--- config.mk ---
export PLATFORM = sky130hd
export DESIGN_NAME = decimal_text_to_fixed_point
export DESIGN_NICKNAME = d
export VERILOG_FILES = /design/src/dtfp_pkg.sv /design/src/dtfp_front.sv /design/src/dtfp_queue.sv /design/src/dtfp_back.sv /design/src/decimal_text_to_fixed_point.sv
export SDC_FILE = /design/constraint.sdc
export NUM_CORES = 1
export LEC_CHECK = 0
export ABC_AREA = 1
export BUFFER_PORTS_ARGS = -buffer_cell sky130_fd_sc_hd__buf_2
export CORE_AREA = 2 2 176 178
export DETAILED_ROUTE_END_ITERATION = 8
export DIE_AREA = 0 0 178 180
export PLACE_DENSITY = 0.61
export SYNTH_ARGS = -nofsm -noshare
export SYNTH_HDL_FRONTEND = slang
export SYNTH_SLANG_ARGS = --single-unit
--- constraint.sdc ---
create_clock -name clk -period 4.2 [get_ports clk]
set_input_delay 0.42 -clock clk [delete_from_list [all_inputs] [get_ports clk]]
set_output_delay 0.42 -clock clk [all_outputs]
set_load 0.01 [all_outputs]
--- src/dtfp_pkg.sv ---
`default_nettype none

package dtfp_pkg;

  // Default sizes of the number format.
  localparam int FRAC_BITS_DEF   = 16;
  localparam int INT_BITS_DEF    = 31;
  localparam int FRAC_DIGITS_DEF = 5;

  // Output word width and log2 of the bound on the magnitude it may carry.
  localparam int OUT_W       = 48;
  localparam int OUT_MAX_LOG = 47;

  // Character codes the parser recognizes.
  localparam logic [7:0] CH_MINUS = 8'h2D;
  localparam logic [7:0] CH_PLUS  = 8'h2B;
  localparam logic [7:0] CH_POINT = 8'h2E;
  localparam logic [7:0] CH_ZERO  = 8'h30;
  localparam logic [7:0] CH_NINE  = 8'h39;

  // Result status codes.
  typedef enum logic [1:0] {
    ST_OK       = 2'd0,
    ST_INVALID  = 2'd1,
    ST_OVERFLOW = 2'd2
  } status_t;

  // Character classes produced by the front end.
  typedef enum logic [2:0] {
    K_DIGIT    = 3'd0,
    K_POINT    = 3'd1,
    K_SIGN_POS = 3'd2,
    K_SIGN_NEG = 3'd3,
    K_BAD      = 3'd4
  } kind_t;

  typedef struct packed {
    logic [7:0] char_code;
    logic       is_last;
  } in_item_t;

  typedef struct packed {
    logic signed [OUT_W-1:0] fixed_value;
    logic [1:0]              status;
  } out_item_t;

  // Classified character as it travels through the queue.
  typedef struct packed {
    kind_t      kind;
    logic [3:0] digit;
    logic       last;
  } cmd_t;

  // Weight of fraction digit k: round(2^fb / 10^k), worked out at elaboration.
  function automatic logic [63:0] frac_weight(input int k, input int fb);
    logic [63:0] w;
    w = 64'd1 << (fb + 1);
    for (int i = 0; i < 8; i++) begin
      if (i < k) begin
        w = w / 64'd10;
      end
    end
    return (w + 64'd1) >> 1;
  endfunction

endpackage

`default_nettype wire

--- src/dtfp_front.sv ---
`default_nettype none

module dtfp_front
  import dtfp_pkg::*;
(
  input  wire logic     clk,
  input  wire logic     rst_n,
  input  wire logic     in_valid,
  output logic          in_ready,
  input  wire in_item_t in_item,
  output logic          push,
  output cmd_t          push_cmd,
  input  wire logic     q_ready
);

  logic at_first_r;
  logic at_first_nxt;

  // A character is taken whenever the queue has room.
  assign in_ready = q_ready;
  assign push     = in_valid && q_ready;

  // Classify the character; a sign counts only as the first character.
  always_comb begin
    push_cmd.last  = in_item.is_last;
    push_cmd.digit = 4'(in_item.char_code - CH_ZERO);
    if (at_first_r && in_item.char_code == CH_MINUS) begin
      push_cmd.kind = K_SIGN_NEG;
    end else if (at_first_r && in_item.char_code == CH_PLUS) begin
      push_cmd.kind = K_SIGN_POS;
    end else if (in_item.char_code == CH_POINT) begin
      push_cmd.kind = K_POINT;
    end else if (in_item.char_code >= CH_ZERO && in_item.char_code <= CH_NINE) begin
      push_cmd.kind = K_DIGIT;
    end else begin
      push_cmd.kind = K_BAD;
    end
  end

  // The character after a last one starts a new number.
  assign at_first_nxt = push ? in_item.is_last : at_first_r;

  always_ff @(posedge clk) begin
    if (!rst_n) begin
      at_first_r <= 1'b1;
    end else begin
      at_first_r <= at_first_nxt;
    end
  end

endmodule

`default_nettype wire

--- src/dtfp_queue.sv ---
`default_nettype none

module dtfp_queue
  import dtfp_pkg::*;
(
  input  wire logic clk,
  input  wire logic rst_n,
  input  wire logic push,
  input  wire cmd_t push_cmd,
  output logic      q_ready,
  input  wire logic pop,
  output logic      q_valid,
  output cmd_t      q_cmd
);

  cmd_t       mem_r [2];
  logic       wr_ptr_r;
  logic       rd_ptr_r;
  logic [1:0] count_r;
  logic       wr_ptr_nxt;
  logic       rd_ptr_nxt;
  logic [1:0] count_nxt;

  assign q_ready = (count_r != 2'd2);
  assign q_valid = (count_r != 2'd0);
  assign q_cmd   = mem_r[rd_ptr_r];

  // Pointer and fill bookkeeping for the two-entry queue.
  always_comb begin
    wr_ptr_nxt = push ? ~wr_ptr_r : wr_ptr_r;
    rd_ptr_nxt = pop ? ~rd_ptr_r : rd_ptr_r;
    count_nxt  = count_r + 2'(push) - 2'(pop);
  end

  always_ff @(posedge clk) begin
    if (!rst_n) begin
      wr_ptr_r <= 1'b0;
      rd_ptr_r <= 1'b0;
      count_r  <= 2'd0;
    end else begin
      wr_ptr_r <= wr_ptr_nxt;
      rd_ptr_r <= rd_ptr_nxt;
      count_r  <= count_nxt;
    end
  end

  // Entry storage.
  always_ff @(posedge clk) begin
    if (push) begin
      mem_r[wr_ptr_r] <= push_cmd;
    end
  end

endmodule

`default_nettype wire

--- src/dtfp_back.sv ---
`default_nettype none

module dtfp_back
  import dtfp_pkg::*;
#(
  parameter int FRAC_BITS   = FRAC_BITS_DEF,
  parameter int INT_BITS    = INT_BITS_DEF,
  parameter int FRAC_DIGITS = FRAC_DIGITS_DEF
) (
  input  wire logic clk,
  input  wire logic rst_n,
  input  wire logic q_valid,
  input  wire cmd_t q_cmd,
  output logic      pop,
  output logic      out_valid,
  input  wire logic out_ready,
  output out_item_t out_item
);

  localparam int FRAC_W = FRAC_BITS + 1;
  localparam int POS_W  = $clog2(FRAC_DIGITS + 1);
  localparam int NV_W   = INT_BITS + 4;
  localparam int MAG_W  = INT_BITS + FRAC_BITS + 1;
  localparam int LIM_LOG = (INT_BITS + FRAC_BITS < OUT_MAX_LOG) ?
                           (INT_BITS + FRAC_BITS) : OUT_MAX_LOG;
  localparam logic [MAG_W-1:0] LIMIT = MAG_W'((64'd1 << LIM_LOG) - 64'd1);
  localparam logic [POS_W-1:0] POS_END = POS_W'(FRAC_DIGITS);

  // Weight table: entry p serves the fraction digit taken at position p+1.
  logic [FRAC_BITS-1:0] weight_tbl [2**POS_W];

  for (genvar g = 0; g < 2**POS_W; g++) begin : g_weight
    localparam logic [63:0] W = (g < FRAC_DIGITS) ? frac_weight(g + 1, FRAC_BITS) : 64'd0;
    assign weight_tbl[g] = FRAC_BITS'(W);
  end

  // Parse state.
  logic [INT_BITS-1:0] int_r, int_nxt;
  logic [FRAC_W-1:0]   frac_r, frac_nxt;
  logic [POS_W-1:0]    pos_r, pos_nxt;
  logic                neg_r, neg_nxt;
  logic                pt_r, pt_nxt;
  status_t             err_r, err_nxt;

  // Finish stage: snapshot of a completed number.
  logic                f_valid_r, f_valid_nxt;
  logic [INT_BITS-1:0] f_int_r;
  logic [FRAC_W-1:0]   f_frac_r;
  logic                f_neg_r;
  status_t             f_err_r;

  // Output register.
  logic      out_valid_r, out_valid_nxt;
  out_item_t out_item_r, out_item_nxt;

  logic                o_free;
  logic                f_free;
  logic [NV_W-1:0]     nv;
  logic [FRAC_W-1:0]   frac_sum;
  logic [MAG_W-1:0]    mag;
  logic [MAG_W-1:0]    mag_lim;
  logic [63:0]         mag_ext;
  logic                sat;

  // Handshake chain: output, finish stage, then the queue.
  assign o_free    = !out_valid_r || out_ready;
  assign f_free    = !f_valid_r || o_free;
  assign pop       = q_valid && (!q_cmd.last || f_free);
  assign out_valid = out_valid_r;
  assign out_item  = out_item_r;

  // Digit arithmetic: value*10+digit and the weighted fraction digit.
  assign nv = NV_W'({int_r, 3'b000}) + NV_W'({int_r, 1'b0}) + NV_W'(q_cmd.digit);
  assign frac_sum = frac_r + FRAC_W'(q_cmd.digit * weight_tbl[pos_r]);

  // Character execution.
  always_comb begin
    int_nxt  = int_r;
    frac_nxt = frac_r;
    pos_nxt  = pos_r;
    neg_nxt  = neg_r;
    pt_nxt   = pt_r;
    err_nxt  = err_r;
    if (pop && err_r != ST_INVALID) begin
      unique case (q_cmd.kind)
        K_SIGN_NEG: neg_nxt = 1'b1;
        K_SIGN_POS: neg_nxt = 1'b0;
        K_POINT: begin
          if (pt_r) begin
            err_nxt = ST_INVALID;
          end
          pt_nxt = 1'b1;
        end
        K_DIGIT: begin
          if (pt_r) begin
            if (pos_r < POS_END) begin
              pos_nxt  = pos_r + POS_W'(1);
              frac_nxt = frac_sum;
            end
          end else if (nv[NV_W-1:INT_BITS] != 4'd0) begin
            int_nxt = '1;
            err_nxt = ST_OVERFLOW;
          end else begin
            int_nxt = nv[INT_BITS-1:0];
          end
        end
        default: err_nxt = ST_INVALID;
      endcase
    end
  end

  // A last character moves the number to the finish stage.
  always_comb begin
    f_valid_nxt = f_valid_r;
    if (pop && q_cmd.last) begin
      f_valid_nxt = 1'b1;
    end else if (o_free) begin
      f_valid_nxt = 1'b0;
    end
  end

  // Final scaling, range limit and sign.
  always_comb begin
    mag     = {1'b0, f_int_r, {FRAC_BITS{1'b0}}} + MAG_W'(f_frac_r);
    sat     = (f_err_r == ST_OVERFLOW) || (mag > LIMIT);
    mag_lim = sat ? LIMIT : mag;
    mag_ext = 64'(mag_lim);
    if (f_err_r == ST_INVALID) begin
      out_item_nxt.fixed_value = '0;
      out_item_nxt.status      = ST_INVALID;
    end else begin
      out_item_nxt.fixed_value = f_neg_r ? OUT_W'(64'd0 - mag_ext) : OUT_W'(mag_ext);
      out_item_nxt.status      = sat ? ST_OVERFLOW : ST_OK;
    end
    out_valid_nxt = out_valid_r;
    if (o_free) begin
      out_valid_nxt = f_valid_r;
    end
  end

  // Control state; parse state clears after each last character.
  always_ff @(posedge clk) begin
    if (!rst_n) begin
      int_r       <= '0;
      frac_r      <= '0;
      pos_r       <= '0;
      neg_r       <= 1'b0;
      pt_r        <= 1'b0;
      err_r       <= ST_OK;
      f_valid_r   <= 1'b0;
      out_valid_r <= 1'b0;
    end else begin
      f_valid_r   <= f_valid_nxt;
      out_valid_r <= out_valid_nxt;
      if (pop && q_cmd.last) begin
        int_r  <= '0;
        frac_r <= '0;
        pos_r  <= '0;
        neg_r  <= 1'b0;
        pt_r   <= 1'b0;
        err_r  <= ST_OK;
      end else begin
        int_r  <= int_nxt;
        frac_r <= frac_nxt;
        pos_r  <= pos_nxt;
        neg_r  <= neg_nxt;
        pt_r   <= pt_nxt;
        err_r  <= err_nxt;
      end
    end
  end

  // Payload registers.
  always_ff @(posedge clk) begin
    if (pop && q_cmd.last) begin
      f_int_r  <= int_nxt;
      f_frac_r <= frac_nxt;
      f_neg_r  <= neg_nxt;
      f_err_r  <= err_nxt;
    end
    if (o_free && f_valid_r) begin
      out_item_r <= out_item_nxt;
    end
  end

endmodule

`default_nettype wire

--- src/decimal_text_to_fixed_point.sv ---
// Decimal text to fixed-point parser, one ASCII character per transaction.
// Throughput: one character per cycle while the queue has room. After a number's last
// character is taken, its result passes the queue, finish stage and output register.
// Latency is set by the queue between classifier and executor plus two result stages.
// Reset (rst_n low, synchronous) empties the queue and clears all parse state.
`default_nettype none

module decimal_text_to_fixed_point
  import dtfp_pkg::*;
#(
  parameter int FRAC_BITS   = FRAC_BITS_DEF,
  parameter int INT_BITS    = INT_BITS_DEF,
  parameter int FRAC_DIGITS = FRAC_DIGITS_DEF
) (
  input  wire logic     clk,
  input  wire logic     rst_n,
  input  wire logic     in_valid,
  output logic          in_ready,
  input  wire in_item_t in_item,
  output logic          out_valid,
  input  wire logic     out_ready,
  output out_item_t     out_item
);

  logic push;
  cmd_t push_cmd;
  logic q_ready;
  logic pop;
  logic q_valid;
  cmd_t q_cmd;

  // Front end: takes characters and classifies them.
  dtfp_front u_front (
    .clk      (clk),
    .rst_n    (rst_n),
    .in_valid (in_valid),
    .in_ready (in_ready),
    .in_item  (in_item),
    .push     (push),
    .push_cmd (push_cmd),
    .q_ready  (q_ready)
  );

  // Short queue between front and back.
  dtfp_queue u_queue (
    .clk      (clk),
    .rst_n    (rst_n),
    .push     (push),
    .push_cmd (push_cmd),
    .q_ready  (q_ready),
    .pop      (pop),
    .q_valid  (q_valid),
    .q_cmd    (q_cmd)
  );

  // Back end: accumulates and forms the result.
  dtfp_back #(
    .FRAC_BITS   (FRAC_BITS),
    .INT_BITS    (INT_BITS),
    .FRAC_DIGITS (FRAC_DIGITS)
  ) u_back (
    .clk       (clk),
    .rst_n     (rst_n),
    .q_valid   (q_valid),
    .q_cmd     (q_cmd),
    .pop       (pop),
    .out_valid (out_valid),
    .out_ready (out_ready),
    .out_item  (out_item)
  );

endmodule

`default_nettype wire
---- Yosys cells after proc, flatten, opt, wreduce, memory -nomap -nowiden ----
Memory sizes are Yosys's and may differ from the RTL's. A register that Yosys moved wholly into a read port is not among the register bits.
Cells that the tools add are included.
word-level totals
  memories kept ........................... 2
  bits in writable memories ............... 16
  register bits after elaboration ......... 163
  bits of input ports ..................... 13
  output and inout port bits .............. 52
  word-level logic and storage cells ...... 102
  ROM bits ................................ 128
cells by class
  muxes and demuxes ....................... 30
  bitwise operators ....................... 4
  add/sub/neg operators ................... 9
  eq/ne operators ......................... 10
  multiply operators ...................... 1
  order comparisons ....................... 5
  reduce and logical (&&, ||, !) cells .... 23
memory list
  memory           depth  bits a word  read ports  clocked after Yosys merged registers in  write ports  RTL line          source
  (no name shown)  8      16           1           0                                        0            dtfp_back.sv:74   assign frac_sum = frac_r + FRAC_W'(q_cmd.digit * weight_tbl[pos_r]);
  u_queue.mem_r    2      8            1           1                                        1            dtfp_queue.sv:16  cmd_t mem_r [2];
operators with widths
  cell                   number
  $mux 31                4
  $mux 48                2
  $mux 17                4
  $add 47x17->48         1
  $gt 48x47->1 const B   1
  $sub 1x48->48 const A  1
  $add 34x32->35         1
  $add 35x4->35          1
  $mux 16                2
  $eq 8x6->1 const B     3
  $add 17x17->17         1
  $mul 4x16->17          1
  $mux 3                 4
  $mux 2                 5
  $ge 8x6->1 const B     1
  $le 8x6->1 const B     1
  $logic_and 1x1->1      8
  $mux 1                 7
  $eq 3x2->1 const B     2
  $pmux 2 s3             1
  $ge 4x4->1 const B     1
  $logic_or 1x1->1       4
  $not 3->4              1
  $reduce_and 4->1       1
  18 further kinds       24

---- Logic depth before layout (Yosys ltp) ----
  word-level depth ........................ 10
  gate-level depth with buffers ........... 24
  gate-level depth less buffers ........... 24

---- Cells and area by module ----
A second synthesis with hierarchy kept.
second synthesis, totals
  cell total of the unflattened synthesis .. 1843
  area, all modules ....................... 13628.1 sq um
modules (own cells, without submodules)
  module      cells each  times used  seq. area each (sq um)  area an instance (sq um)
  dtfp_back   1741        1           4174.0                  12575.8
  dtfp_queue  58          1           580.6                   837.1
  dtfp_front  44          1           20.0                    215.2

---- Worst setup path after synthesis ----
Ideal clock, no wire load.
  kind .................................... register to register
  start ................................... register with a tool-made name
  end ..................................... register u_back.f_frac_r[15] (data pin)
  buffers on the path ..................... 1
  arrival time ............................ 4.168 ns
  stages on the path, launching flop included .. 24
  clock period less this slack ............ 4.427 ns
  setup slack ............................. -0.227 ns
  setup time .............................. 0.259 ns
  data required time ...................... 3.941 ns
  path through ............................ dfxtp_1 > buf_2 > o21ai_0 > nor2_1 > inv_1 > nor2_1 > fa_1 > fa_1 > inv_1 > fa_1 > inv_1 > ha_1 > inv_1 > nor3_1 > nand3_1 > nand4_1 > nand2_1 > inv_1 > nor2_1 > nor2_1 > nor2_1 > xnor2_1 > o21ai_0 > inv_1
RTL lines
  what                    RTL line          source
  end signal: assignment  dtfp_back.sv:177  f_frac_r <= frac_nxt;
  end: declaration        dtfp_back.sv:48   logic [FRAC_W-1:0] f_frac_r;

==> flow_metrics.tcl <==
set metrics [dict create \
    timing.fmax_mhz 247.7 \
    timing.hold.worst.start "in_item[0]" \
    holdWs_ns 0.1948 \
    drt-wirelength-per-cell_um 13.49 \
    cp_max_fo 3 \
    maxSlewHeadroom_pct 23.07 \
    drt.antenna.violating_nets 0 \
    synth_sequential_area_ratio_pct 35.69 \
    floorplan.die.height_um 180 \
    port-buffer-count 64 \
    synth_async_sr_flop_share_pct 0 \
    power.internal_uw 5094 \
    finClkSkew_ns 0.01196 \
    synth.largest_area_cell "sky130_fd_sc_hd__edfxtp_1" \
    layout_worst_path_cycle_share_pct 96.14 \
    layout.cells.most_common "sky130_fd_sc_hd__nand2_1" \
    reg2reg_slack_ns 0.16 \
    dpl.hpwl_um 24800 \
    worstPathCellList "o21ai_4 > nor2_4 > inv_4 > buf_4 > nor2_2 > fa_1 > inv_1 > fa_1 > fa_1 > inv_1 > ha_4 > nand2_2 > nor3_4 > nand3_2 > nand4_1 > nand2_1 > inv_2 > nor2_1 > nor2_1 > nor2_1 > xnor2_1 > o21ai_1 > inv_1" \
    power.net_switching_uw 3792 \
    finalWorstSetupSlack_ns 0.1622 \
    arrival_ns 4.22 \
    grt_usage_pct 19.93 \
    finalHoldViolations 0 \
    power.share.sequential_pct 28.8 \
    synth_cell_types 52 \
    worst-r2r-cell-count 23 \
    grt_max_degree 51 \
    power_frac_clock_pct 17.0 \
    library_cell_contributing_the_largest_single_delay_on_the_critical_path "sky130_fd_sc_hd__fa_1" \
    final.min_clock_period_ns 4.038 \
    place_worst_setup_slack_ns -0.1425 \
    post-synth-top-area-fraction_pct 26.26 \
    antenna_violations_before_repair 0 \
    total_cell_area_at_the_placement_stage_um2 14500 \
    maxCapViolCount 0 \
    ys_ff_latch 180 \
    worst_ep_required_time_ns 4.38 \
    drv_slew 0 \
    row_count 64 \
    synth_enable_flop_cells 117 \
    post_synth_main_area_contributors "sky130_fd_sc_hd__edfxtp_1, sky130_fd_sc_hd__nand2_1, sky130_fd_sc_hd__ha_1" \
    stdcell_area_um2 15470 \
    p_comb_share_pct 54.2 \
    mappedNetlistArea_um2 13380 \
    layout_common_cells "sky130_fd_sc_hd__nand2_1, sky130_fd_sc_hd__nor2_1, sky130_fd_sc_hd__inv_1, sky130_fd_sc_hd__edfxtp_1, sky130_fd_sc_hd__a21oi_1" \
    holdPathEnd "u_queue.mem_r[0][0]$_DFFE_PP_" \
    irDropWorstVdd_uv 306.1 \
    crit_type "reg -> reg" \
    final_layout_size_suffix_gt1_share_pct 15.52 \
    p_total_uw 8886 \
    holdCritPathClass "in -> reg" \
    number_of_drc_markers_in_iteration_0 779 \
    leakagePower_uw 0.007349 \
    crit_path_start_kind "register" \
    clock_insertion_delay_worst_skew_ns 0.43 \
    cts-buffers-inserted 17 \
    finalNetCount 2052 \
    postSynthAreaPerCell_um2 7.445 \
    instance_count_of_the_mapped_netlist 1797 \
    pin_count 65 \
    end_kind "register" \
    power.density_nw_per_um2 574.3 \
    tritoncts "done" \
    crit-reg2reg-capture "u_back.f_frac_r[15]$_DFFE_PP_" \
    dr.pass1.iters 9 \
    fp.dieW_um 178 \
    timing.hold.worst_path_depth 1 \
    core_um2 30190 \
    result_of_the_run "finished clean" \
    cts.clk_slew.worst_paths_ns 0.07 \
    wl_um 31250 \
    yosys_warnings 0 \
    routed_via_density 4.897 \
    ys.flop_type "sky130_fd_sc_hd__edfxtp_1" \
    worst_path_dominant_cell_family "adder cells" \
    worst_r2r_startpoint "u_queue.mem_r[0][2]$_DFFE_PP_" \
    start_util_pct 44.32 \
    antenna-diode-count 0 \
    synthToLayoutAreaGrowth_pct 15.65 \
    setup_viol 0 \
    grt_setup_unrepaired "true" \
    grt_first_pass_wirelength_um 51710 \
    cts_sinks 180 \
    layout.core_utilization_pct 51.25 \
    max_slew.worst_pin.slew_ns 1.153 \
    gp_congestion 0.9086 \
    cts-root-to-sink-buffers 2 \
    cp.buffers_inverters 6 \
    slowest_delay_ns 0.52 \
    grt-ovfl-total 0 \
    syn-num-nets 1942 \
    via_count 11340 \
    post-route-drc-count 0 \
    grt_pass1_vias 10750 \
    htreeDepth 4 \
    die-area_um2 32040 \
    cts_root_buf "sky130_fd_sc_hd__clkbuf_16" \
    switching_share_pct 42.67 \
]
==> flip-flops by register name (all words and copies together), names as in the netlist, 2 cells and up, named ones only <==
register / count
u_queue.count_r: 2
u_queue.mem_r: 16
u_back.err_r: 2
u_back.pos_r: 3
u_back.int_r: 31
u_back.out_item: 50
u_back.frac_r: 17
u_back.f_frac_r: 17
u_back.f_int_r: 31
u_back.f_err_r: 2
==> cell usage after synthesis, types with 2 or more instances <==
cell / number
sky130_fd_sc_hd__a21o_1: 8
sky130_fd_sc_hd__a21oi_1: 120
sky130_fd_sc_hd__a22oi_1: 3
sky130_fd_sc_hd__a31oi_1: 2
sky130_fd_sc_hd__and3_1: 2
sky130_fd_sc_hd__buf_1: 4
sky130_fd_sc_hd__buf_2: 12
sky130_fd_sc_hd__buf_6: 4
sky130_fd_sc_hd__clkbuf_1: 15
sky130_fd_sc_hd__dfxtp_1: 63
sky130_fd_sc_hd__edfxtp_1: 117
sky130_fd_sc_hd__fa_1: 30
sky130_fd_sc_hd__ha_1: 102
sky130_fd_sc_hd__inv_1: 268
sky130_fd_sc_hd__inv_2: 3
sky130_fd_sc_hd__mux2i_1: 2
sky130_fd_sc_hd__nand2_1: 398
sky130_fd_sc_hd__nand2_2: 13
sky130_fd_sc_hd__nand2_4: 2
sky130_fd_sc_hd__nand3_1: 89
sky130_fd_sc_hd__nand3_2: 6
sky130_fd_sc_hd__nand3b_1: 2
sky130_fd_sc_hd__nand4_1: 21
sky130_fd_sc_hd__nor2_1: 273
sky130_fd_sc_hd__nor2_2: 14
sky130_fd_sc_hd__nor2_4: 6
sky130_fd_sc_hd__nor3_1: 29
sky130_fd_sc_hd__nor4_1: 2
sky130_fd_sc_hd__o211ai_1: 3
sky130_fd_sc_hd__o21a_1: 6
sky130_fd_sc_hd__o21ai_0: 80
sky130_fd_sc_hd__o21ai_1: 11
sky130_fd_sc_hd__o21bai_1: 5
sky130_fd_sc_hd__o31ai_1: 2
sky130_fd_sc_hd__or2_2: 20
sky130_fd_sc_hd__xnor2_1: 27
sky130_fd_sc_hd__xor2_1: 18
==> power groups by stage <==
stage / sequential [µW] / clock, µW / combinational, µW
final: 2560 / 1510 / 4820
after global routing: 2600 / 1630 / 5450
after CTS: 2550 / 1550 / 4250
after detailed placement: 2580 / 0 / 4150
after global placement: 2580 / 0 / 4120
after floorplan: 2590 / 0 / 2880
==> metrics by stage <==
| stage | TNS [ns] | std cells |
|---|---|---|
| final | 0 | 2316 |
| after global routing | -0.1703 | 2316 |
| after CTS | 0 | 2313 |
| after detailed placement | -0.5835 | 2279 |
| after global placement | -0.09982 | 2279 |
| after floorplan | 0 | 1797 |
==> kinds of logic after synthesis <==
kind of cell,synth area share (%)
and+or+nand+nor,28.31
buffers and inverters,8.996
AOI/OAI and AO/OA,9.801
DFF,35.69
adders and majority gates,14.03
xor gates and xnor gates,2.946
muxes,0.2338
==> worst reg2reg max path: stages, from the launching register on <==
cell and delay [ns]:
sky130_fd_sc_hd__edfxtp_1 0.43, sky130_fd_sc_hd__o21ai_4 0.20, sky130_fd_sc_hd__nor2_4 0.06, sky130_fd_sc_hd__inv_4 0.08
sky130_fd_sc_hd__buf_4 0.12, sky130_fd_sc_hd__nor2_2 0.04, sky130_fd_sc_hd__fa_1 0.36, sky130_fd_sc_hd__inv_1 0.09
sky130_fd_sc_hd__fa_1 0.45, sky130_fd_sc_hd__fa_1 0.52, sky130_fd_sc_hd__inv_1 0.07, sky130_fd_sc_hd__ha_4 0.28
sky130_fd_sc_hd__nand2_2 0.06, sky130_fd_sc_hd__nor3_4 0.20, sky130_fd_sc_hd__nand3_2 0.10, sky130_fd_sc_hd__nand4_1 0.11
sky130_fd_sc_hd__nand2_1 0.08, sky130_fd_sc_hd__inv_2 0.05, sky130_fd_sc_hd__nor2_1 0.03, sky130_fd_sc_hd__nor2_1 0.09
sky130_fd_sc_hd__nor2_1 0.06, sky130_fd_sc_hd__xnor2_1 0.11, sky130_fd_sc_hd__o21ai_1 0.15, sky130_fd_sc_hd__inv_1 0.06
==> repair_timing <==
action,CTS,global route
cloned,0,0
endpoints found under the setup margin,10,24
gates resized for setup,12,86
endpoints found under the hold margin,0,0
hold buffers,0,0
buffers inserted,2,3
pin swaps,8,34
==> worst max-delay path by stage <==
stage / startpoint / cells past startpoint / slack (ns) / endpoint
floorplan: register / 24 / 0.008 / u_back.f_frac_r[15]$_DFFE_PP_
global placement: register / 23 / -0.07 / u_back.f_frac_r[15]$_DFFE_PP_
detailed placement: register / 23 / -0.14 / u_back.f_frac_r[15]$_DFFE_PP_
CTS: register / 21 / 0.01 / u_back.f_frac_r[15]$_DFFE_PP_
global route: u_queue.mem_r[0][2]$_DFFE_PP_ / 23 / -0.1 / u_back.f_frac_r[15]$_DFFE_PP_
finish: u_queue.mem_r[0][2]$_DFFE_PP_ / 23 / 0.16 / u_back.f_frac_r[15]$_DFFE_PP_
==> cell type report <==
| type | instances | area, µm² |
|---|---|---|
| clock buffer | 23 | 479.2 |
| fill | 2899 | 14720 |
| clock inverter | 9 | 70.07 |
| sequential | 180 | 4782 |
| timing repair buffer | 126 | 818.3 |
| inverter | 273 | 1032 |
| tap | 396 | 495.5 |
| multi-input combinational | 1309 | 7795 |
==> metal layers <==
| metal | track usage (%) | up-vias | share of wire (%) |
|---|---|---|---|
| met4 | 5.836 | 0 | 2.0 |
| met2 | 31.89 | 268 | 45 |
| li1 | - | 6018 | - |
| met3 | 2.686 | 36 | 4.0 |
| met5 | 0 | - | 0 |
| met1 | 28.03 | 5019 | 49 |
(Power assumes the default switching activity.)
